`src/rtl/assert_macros.svh`:
```
// ----------------------------------------------------------------------------
// assert_macros.svh
// Assertion shorthands; define NO_ASSERTIONS to compile them out.
// ----------------------------------------------------------------------------
`ifndef ASSERT_MACROS_SVH
`define ASSERT_MACROS_SVH

`ifndef NO_ASSERTIONS
// Same-cycle implication, sampled on clock, idle during reset.
`define ASSERT_IMPLIES(name, ante, cons) \
   name: assert property (@(posedge clock) disable iff (reset) (ante) |-> (cons)) \
      else $error("assertion failed: implication");
// Next-cycle implication, sampled on clock, idle during reset.
`define ASSERT_NEXT(name, ante, cons) \
   name: assert property (@(posedge clock) disable iff (reset) (ante) |=> (cons)) \
      else $error("assertion failed: next-cycle implication");
`else
`define ASSERT_IMPLIES(name, ante, cons)
`define ASSERT_NEXT(name, ante, cons)
`endif

`endif

```
`src/rtl/jsu_pkg.sv`:
```
// ----------------------------------------------------------------------------
// jsu_pkg
// Types, character codes, status codes and UTF-8 helpers for the unescaper.
// ----------------------------------------------------------------------------
package jsu_pkg;

   typedef struct packed {
      logic [7:0] data_byte;
      logic       end_of_data;
   } req_type;

   typedef struct packed {
      logic [7:0] out_byte;
      logic       has_byte;
      logic       last;
      logic [2:0] status;
   } rsp_type;

   localparam int MaxResults = 4;

   // Up to four results caused by one input transaction; slot 0 goes out first.
   typedef struct packed {
      rsp_type [MaxResults-1:0] items;
      logic [2:0]               count;
   } burst_type;

   localparam logic [2:0] ST_OK          = 3'd0;
   localparam logic [2:0] ST_UNTERM_STR  = 3'd1;
   localparam logic [2:0] ST_UNTERM_ESC  = 3'd2;
   localparam logic [2:0] ST_BAD_ESC     = 3'd3;
   localparam logic [2:0] ST_BAD_HEX     = 3'd4;
   localparam logic [2:0] ST_INCOMPLETE  = 3'd5;
   localparam logic [2:0] ST_MISSING_LOW = 3'd6;
   localparam logic [2:0] ST_BAD_LOW     = 3'd7;

   localparam logic [7:0] CH_QUOTE  = 8'h22;
   localparam logic [7:0] CH_BSLASH = 8'h5C;
   localparam logic [7:0] CH_SLASH  = 8'h2F;
   localparam logic [7:0] CH_B      = 8'h62;
   localparam logic [7:0] CH_F      = 8'h66;
   localparam logic [7:0] CH_N      = 8'h6E;
   localparam logic [7:0] CH_R      = 8'h72;
   localparam logic [7:0] CH_T      = 8'h74;
   localparam logic [7:0] CH_U      = 8'h75;
   localparam logic [7:0] CTL_BS    = 8'h08;
   localparam logic [7:0] CTL_FF    = 8'h0C;
   localparam logic [7:0] CTL_LF    = 8'h0A;
   localparam logic [7:0] CTL_CR    = 8'h0D;
   localparam logic [7:0] CTL_TAB   = 8'h09;

   localparam logic [15:0] SURR_HI_MIN = 16'hD800;
   localparam logic [15:0] SURR_HI_MAX = 16'hDBFF;
   localparam logic [15:0] SURR_LO_MIN = 16'hDC00;
   localparam logic [15:0] SURR_LO_MAX = 16'hDFFF;
   localparam logic [20:0] SUPP_BASE   = 21'h10000;
   localparam logic [20:0] LIM_ONE     = 21'h80;
   localparam logic [20:0] LIM_TWO     = 21'h800;
   localparam logic [20:0] LIM_THREE   = 21'h10000;
   localparam logic [7:0]  CONT_MARK   = 8'h80;
   localparam logic [7:0]  LEAD_TWO    = 8'hC0;
   localparam logic [7:0]  LEAD_THREE  = 8'hE0;
   localparam logic [7:0]  LEAD_FOUR   = 8'hF0;

   // {ok, value}: ok is low for a character that is no hex digit.
   function automatic logic [4:0] hex_nibble(input logic [7:0] c);
      logic [4:0] r;
      if (c >= 8'h30 && c <= 8'h39) r = {1'b1, c[3:0]};
      else if ((c >= 8'h61 && c <= 8'h66) || (c >= 8'h41 && c <= 8'h46))
         r = {1'b1, c[3:0] + 4'd9};
      else r = 5'd0;
      return r;
   endfunction

   function automatic rsp_type byte_rsp(input logic [7:0] b);
      rsp_type r;
      r.out_byte = b;
      r.has_byte = 1'b1;
      r.last     = 1'b0;
      r.status   = ST_OK;
      return r;
   endfunction

   function automatic burst_type single_burst(input logic [7:0] b);
      burst_type r;
      r          = '0;
      r.items[0] = byte_rsp(b);
      r.count    = 3'd1;
      return r;
   endfunction

   function automatic burst_type close_burst(input logic [2:0] st);
      burst_type r;
      r                 = '0;
      r.items[0].last   = 1'b1;
      r.items[0].status = st;
      r.count           = 3'd1;
      return r;
   endfunction

   function automatic burst_type utf8_burst(input logic [20:0] cp);
      burst_type r;
      r = '0;
      if (cp < LIM_ONE) begin
         r.items[0] = byte_rsp(cp[7:0]);
         r.count    = 3'd1;
      end else if (cp < LIM_TWO) begin
         r.items[0] = byte_rsp(LEAD_TWO | {3'b000, cp[10:6]});
         r.items[1] = byte_rsp(CONT_MARK | {2'b00, cp[5:0]});
         r.count    = 3'd2;
      end else if (cp < LIM_THREE) begin
         r.items[0] = byte_rsp(LEAD_THREE | {4'b0000, cp[15:12]});
         r.items[1] = byte_rsp(CONT_MARK | {2'b00, cp[11:6]});
         r.items[2] = byte_rsp(CONT_MARK | {2'b00, cp[5:0]});
         r.count    = 3'd3;
      end else begin
         r.items[0] = byte_rsp(LEAD_FOUR | {5'b00000, cp[20:18]});
         r.items[1] = byte_rsp(CONT_MARK | {2'b00, cp[17:12]});
         r.items[2] = byte_rsp(CONT_MARK | {2'b00, cp[11:6]});
         r.items[3] = byte_rsp(CONT_MARK | {2'b00, cp[5:0]});
         r.count    = 3'd4;
      end
      return r;
   endfunction

endpackage

```
`src/rtl/jsu_decode.sv`:
```
// ----------------------------------------------------------------------------
// jsu_decode
// Escape-decoding state machine: one byte per step, yields a result burst.
// ----------------------------------------------------------------------------
module jsu_decode
   import jsu_pkg::*;
(
   input  logic      clock,
   input  logic      reset,
   input  logic      step,
   input  req_type   req,
   output burst_type burst
);

   typedef enum logic [2:0] {
      MODE_PLAIN, MODE_ESC, MODE_HEX_HI, MODE_WANT_BS, MODE_WANT_U, MODE_HEX_LO
   } mode_type;

   mode_type    mode_ff,  mode_in;
   logic [1:0]  digit_ff, digit_in;
   logic [15:0] code_ff,  code_in;
   logic [9:0]  high_ff,  high_in;
   logic        bad_ff,   bad_in;

   logic [4:0]  nib;
   logic [15:0] acc;
   logic        bad;
   logic        clear;

   always_comb begin
      nib      = hex_nibble(req.data_byte);
      acc      = {code_ff[11:0], nib[3:0]};
      bad      = bad_ff | ~nib[4];
      mode_in  = mode_ff;
      digit_in = digit_ff;
      code_in  = code_ff;
      high_in  = high_ff;
      bad_in   = bad_ff;
      clear    = 1'b0;
      burst    = '0;

      case (mode_ff)
         MODE_PLAIN: begin
            if (req.end_of_data) begin
               burst = close_burst(ST_UNTERM_STR);
               clear = 1'b1;
            end else if (req.data_byte == CH_QUOTE) begin
               burst = close_burst(ST_OK);
               clear = 1'b1;
            end else if (req.data_byte == CH_BSLASH) begin
               mode_in = MODE_ESC;
            end else begin
               burst = single_burst(req.data_byte);
            end
         end
         MODE_ESC: begin
            if (req.end_of_data) begin
               burst = close_burst(ST_UNTERM_ESC);
               clear = 1'b1;
            end else begin
               mode_in = MODE_PLAIN;
               case (req.data_byte)
                  CH_QUOTE:  burst = single_burst(CH_QUOTE);
                  CH_BSLASH: burst = single_burst(CH_BSLASH);
                  CH_SLASH:  burst = single_burst(CH_SLASH);
                  CH_B:      burst = single_burst(CTL_BS);
                  CH_F:      burst = single_burst(CTL_FF);
                  CH_N:      burst = single_burst(CTL_LF);
                  CH_R:      burst = single_burst(CTL_CR);
                  CH_T:      burst = single_burst(CTL_TAB);
                  CH_U: begin
                     mode_in  = MODE_HEX_HI;
                     digit_in = 2'd0;
                     code_in  = 16'd0;
                     bad_in   = 1'b0;
                  end
                  default: begin
                     burst = close_burst(ST_BAD_ESC);
                     clear = 1'b1;
                  end
               endcase
            end
         end
         MODE_HEX_HI: begin
            if (req.end_of_data) begin
               burst = close_burst(ST_INCOMPLETE);
               clear = 1'b1;
            end else begin
               code_in  = acc;
               bad_in   = bad;
               digit_in = digit_ff + 2'd1;
               if (digit_ff == 2'd3) begin
                  if (bad) begin
                     burst = close_burst(ST_BAD_HEX);
                     clear = 1'b1;
                  end else if (acc inside {[SURR_HI_MIN:SURR_HI_MAX]}) begin
                     high_in = acc[9:0];
                     code_in = 16'd0;
                     mode_in = MODE_WANT_BS;
                  end else begin
                     burst = utf8_burst({5'd0, acc});
                     clear = 1'b1;
                  end
               end
            end
         end
         MODE_WANT_BS: begin
            if (req.end_of_data || req.data_byte != CH_BSLASH) begin
               burst = close_burst(ST_MISSING_LOW);
               clear = 1'b1;
            end else begin
               mode_in = MODE_WANT_U;
            end
         end
         MODE_WANT_U: begin
            if (req.end_of_data || req.data_byte != CH_U) begin
               burst = close_burst(ST_MISSING_LOW);
               clear = 1'b1;
            end else begin
               mode_in  = MODE_HEX_LO;
               digit_in = 2'd0;
               code_in  = 16'd0;
               bad_in   = 1'b0;
            end
         end
         MODE_HEX_LO: begin
            if (req.end_of_data) begin
               burst = close_burst(ST_MISSING_LOW);
               clear = 1'b1;
            end else begin
               code_in  = acc;
               bad_in   = bad;
               digit_in = digit_ff + 2'd1;
               if (digit_ff == 2'd3) begin
                  clear = 1'b1;
                  if (bad) begin
                     burst = close_burst(ST_BAD_HEX);
                  end else if (!(acc inside {[SURR_LO_MIN:SURR_LO_MAX]})) begin
                     burst = close_burst(ST_BAD_LOW);
                  end else begin
                     burst = utf8_burst(SUPP_BASE + {1'b0, high_ff, acc[9:0]});
                  end
               end
            end
         end
         default: begin
            clear = 1'b1;
         end
      endcase

      // Drop back to plain text after a close, a finished code point or an unknown mode.
      if (clear) begin
         mode_in  = MODE_PLAIN;
         digit_in = 2'd0;
         code_in  = 16'd0;
         high_in  = 10'd0;
         bad_in   = 1'b0;
      end
   end

   always_ff @(posedge clock) begin
      if (reset) begin
         mode_ff  <= MODE_PLAIN;
         digit_ff <= 2'd0;
         code_ff  <= 16'd0;
         high_ff  <= 10'd0;
         bad_ff   <= 1'b0;
      end else if (step) begin
         mode_ff  <= mode_in;
         digit_ff <= digit_in;
         code_ff  <= code_in;
         high_ff  <= high_in;
         bad_ff   <= bad_in;
      end
   end

endmodule

```
`src/rtl/json_string_unescape.sv`:
```
// Path: a taken input transaction goes into the input register; its result
// is loaded into the result register once that register is free.
// Throughput: one input byte per cycle while the result register is free; the k
// UTF-8 bytes of one escape hold it and go out one per cycle while rsp_ready is high.
// Reset: synchronous, active high; clears both valid flags and the decoder.
// ----------------------------------------------------------------------------
// json_string_unescape
// Streaming unescaper for a JSON string body, \u escapes decoded to UTF-8.
// ----------------------------------------------------------------------------
`include "assert_macros.svh"

module json_string_unescape
   import jsu_pkg::*;
(
   input  logic    clock,
   input  logic    reset,
   input  logic    req_valid,
   output logic    req_ready,
   input  req_type req_data,
   output logic    rsp_valid,
   input  logic    rsp_ready,
   output rsp_type rsp_data
);

   // Input register: parts the request side from the result side, so a
   // transaction is taken while an earlier result still waits.
   req_type in_ff, in_in;
   logic    in_vld_ff, in_vld_in;

   // Result register: a burst of up to four results, shifted out from slot 0.
   rsp_type [MaxResults-1:0] res_ff, res_in;
   logic [2:0]               cnt_ff, cnt_in;

   burst_type burst;
   logic      pop;
   logic      out_free;
   logic      step;

   // Advance the decoder when the result register is empty or empties this cycle.
   assign pop      = (cnt_ff != 3'd0) && rsp_ready;
   assign out_free = (cnt_ff == 3'd0) || ((cnt_ff == 3'd1) && rsp_ready);
   assign step     = in_vld_ff && out_free;
   assign req_ready = !in_vld_ff || step;

   assign rsp_valid = (cnt_ff != 3'd0);
   assign rsp_data  = res_ff[0];

   jsu_decode u_decode (
      .clock (clock),
      .reset (reset),
      .step  (step),
      .req   (in_ff),
      .burst (burst)
   );

   always_comb begin
      in_in     = in_ff;
      in_vld_in = in_vld_ff;
      if (req_valid && req_ready) begin
         in_in     = req_data;
         in_vld_in = 1'b1;
      end else if (step) begin
         in_vld_in = 1'b0;
      end
   end

   always_comb begin
      res_in = res_ff;
      cnt_in = cnt_ff;
      if (step) begin
         // Load the whole burst; a transaction that yields nothing leaves it empty.
         res_in = burst.items;
         cnt_in = burst.count;
      end else if (pop) begin
         // Shift the next byte of a multi-byte run into the output slot.
         for (int i = 0; i < MaxResults - 1; i++) begin
            res_in[i] = res_ff[i+1];
         end
         res_in[MaxResults-1] = '0;
         cnt_in = cnt_ff - 3'd1;
      end
   end

   always_ff @(posedge clock) begin
      if (reset) begin
         in_vld_ff <= 1'b0;
         cnt_ff    <= 3'd0;
      end else begin
         in_vld_ff <= in_vld_in;
         cnt_ff    <= cnt_in;
      end
      in_ff  <= in_in;
      res_ff <= res_in;
   end

   // A closing transaction never shares the result register with bytes.
   `ASSERT_IMPLIES(a_close_alone, rsp_valid && rsp_data.last, cnt_ff == 3'd1)
   // The register never holds more than one full UTF-8 sequence.
   `ASSERT_IMPLIES(a_cnt_range, 1'b1, cnt_ff <= 3'd4)
   // Every decoder step that yields results presents them next cycle.
   `ASSERT_NEXT(a_step_shows, step && (burst.count != 3'd0), rsp_valid)
   // Byte results carry no status and do not close the string.
   `ASSERT_IMPLIES(a_byte_clean, rsp_valid && rsp_data.has_byte,
                   !rsp_data.last && (rsp_data.status == ST_OK))

endmodule
```
`config.mk`:
```
export PLATFORM = sky130hd
export DESIGN_NAME = json_string_unescape
export DESIGN_NICKNAME = d
export VERILOG_FILES = /design/src/rtl/jsu_pkg.sv /design/src/rtl/jsu_decode.sv /design/src/rtl/json_string_unescape.sv
export VERILOG_INCLUDE_DIRS = /design/src /design/src/rtl
export SDC_FILE = /design/constraint.sdc
export NUM_CORES = 1
export LEC_CHECK = 0
export ABC_AREA = 1
export BUFFER_PORTS_ARGS = -buffer_cell sky130_fd_sc_hd__buf_2
export CORE_MARGIN = 1.5
export CORE_UTILIZATION = 25
export CTS_CLUSTER_SIZE = 8
export DETAILED_ROUTE_END_ITERATION = 10
export SYNTH_ARGS = -nofsm -noshare
export SYNTH_HDL_FRONTEND = slang
export SYNTH_SLANG_ARGS = --single-unit
```
`constraint.sdc`:
```
create_clock -name clock -period 5.8 [get_ports clock]
set_input_delay 1.16 -clock clock [delete_from_list [all_inputs] [get_ports clock]]
set_output_delay 1.16 -clock clock [all_outputs]
set_load 0.05 [all_outputs]
```
==> run metrics <==
Post-CTS Setup Bufs 0; Buffers on Ports 27; Final nets between 800 and 900; initial drt markers 503; final hold vios 0; Tightest Pin Transition 1.09 ns; Chip Height 151 um; crit path time final approximately 3.1 ns; leading area contributor after synthesis edfxtp_1; core area about 22000 sq um; CP arrival roughly 3.4 ns; EDFF count, synth 43; # diodes 0; # setup viols final 0; Setup crit end kind flop; Max Clock Freq around 320 MHz; met1 track demand over resource 0.196; clk_lat worst skew between 0.3 and 0.4 ns; Routed WL per cell 14.3 um; Synth area leaders edfxtp_1, nand2_1, dfxtp_1; mapped cell area around 5500 sq um; Leakage Power 2.63 nW; initial antenna violation count 0; Crit path required time about 6 ns; Seq/Total Area, Yosys 0.351; Post-DP HPWL 11300 um; grt peak-use layer met2; Post-Syn Instances a little over 800; Final period util 0.540; final antenna-violating net count 0; pwr/cell area around 480 nW/um^2; Finished Layout Cells roughly 1100; share of layout cells above drive strength 1 0.108; met2 usage 0.221; die area ~23000 sq um; H-tree levels 3; row cnt between 50 and 60; Final GP Congestion between 0.9 and 1; setup TNS 0 ns; Mapped Nets 840; Clock transition at path regs about 0.070 ns; CP Class input port to flop; Initial Util 0.253; status finished, final reports clean; most common library cells after synthesis nand2_1, nand3_1, nor2_1; number of global-route vias before repair 4850; Pins Over Slew Limit 0; final WL ~16000 um; RSZ-0062 raised after global routing no; most numerous cell in the Yosys netlist nand2_1; clk sink count between 70 and 80; Max Clock Skew 0.0133 ns; CTS tree yes; Max Buffers Root-to-Sink 2; mean area per synthesized cell between 6 and 7 sq um; post-synth cell types slightly above 40; grt ovf 0; router iterations before antenna repair 5; I/O pins 28; Post-synth top flop edfxtp_1; Max Cap Viol 0; met3 Usage GRT 0.0272; synth-to-layout area growth 9.60%; # DRC 0; post-synth top area share 0.234; first-pass GRT wire length 25500 um; total track usage 0.142; fraction of registers with async set/reset 0; Hold WC Path Type flop to flop; placed cells 1085; Syn. warnings 0; Layout Utilization 0.278; largest net degree at the start of global routing 63; Num CTS Buffers 9; CTS resizes 0; hold_buf cts 0; worst-path fanout max 62; post-synthesis register bit count 75; final instance area roughly 6000 sq um; mean number of vias per cell 4.86; critical path launch point type input port; Slew headroom 0.273; via count 5353; Die Wd around 150 um; Max IR drop VDD roughly 0.16 mV; Cell Area, Placed ~5800 sq um; Clk Tree Root Cell clkbuf_16
==> per-stage QoR <==
stage | total power [mW] | hold slack (ns) | setup WS (ns)
floorplan | 2.13 | 0.456 | 2.89
global placement | 2.35 | 0.478 | 2.38
detailed placement | 2.36 | 0.490 | 2.30
CTS | 2.92 | 0.506 | 2.66
global route | 3.14 | 0.536 | 2.45
finish | 2.92 | 0.506 | 2.67
==> metal layers <==
layer,wire (um),vias up
li1,-,2698
met1,7380,2450
met2,7100,186
met3,994,19
met4,258,0
met5,0,-
==> cell families (layout without fill, tap and decap cells) <==
group           Yosys count  in the layout  share of synthesized area
compound gates          117            117                      0.122
xor+xnor                  2              2                    0.00318
flops                    75             75                      0.351
fa+ha+maj                 9              9                     0.0204
buf+inv                 123            126                      0.103
simple gates            492            492                      0.401
==> where the power goes <==
| group | total (mW) | internal [mW] | switching [mW] |
|---|---|---|---|
| registers | 0.953 | 0.820 | 0.133 |
| clock network | 0.549 | 0.297 | 0.252 |
| logic | 1.42 | 0.368 | 1.05 |
| total | 2.92 | 1.49 | 1.43 |
==> cell usage in the layout (no fill, tap or decap), types with 7 or more instances in the layout <==
cell,n
o21ai_0,32
o211ai_1,10
nor2_1,93
dfxtp_1,32
a22oi_1,9
buf_2,27
ha_1,9
inv_1,68
nand3_1,97
a21oi_1,41
nand2_1,250
clkbuf_16,9
o21ai_1,7
edfxtp_1,43
nor2_4,9
nand4_1,8
==> layout make-up <==
cell class                 count  area, sq um
clock buffer                   9          225
tap                          280          350
inverter                      80          300
multi-input combinational    620         3020
clock inverter                 7         57.6
sequential                    75         1930
timing repair buffer          30          158
fill                        2396        15700
==> sequential cells by signal, summed over array words and instances, names as in the netlist <==
signal             count
res_ff                21
rsp_data              13
u_decode.code_ff      12
u_decode.high_ff      10
in_ff                  9
cnt_ff                 3
u_decode.mode_ff       3
u_decode.digit_ff      2
in_vld_ff              1
u_decode.bad_ff        1
==> critical path, stage by stage <==
cell and delay (ns):
buf_2 0.08, inv_1 0.04, o21a_1 0.22, nor2_4 0.08, buf_4 0.51, inv_2 0.37
nor2_1 0.19, buf_4 0.23, nand3_2 0.19, a221oi_1 0.30
==> path summary, 6_finish.rpt <==
check / start / endpoint / slack (ns) / cells past startpoint
min reg2reg: u_decode.digit_ff[1] / u_decode.digit_ff[1] / 0.51 / 2
max reg2reg: in_ff[1] / res_ff[33] / 2.75 / 16
max: rsp_ready / cnt_ff[2] / 2.67 / 10
min: u_decode.digit_ff[1] / u_decode.digit_ff[1] / 0.51 / 2
(Power assumes the default switching activity.)
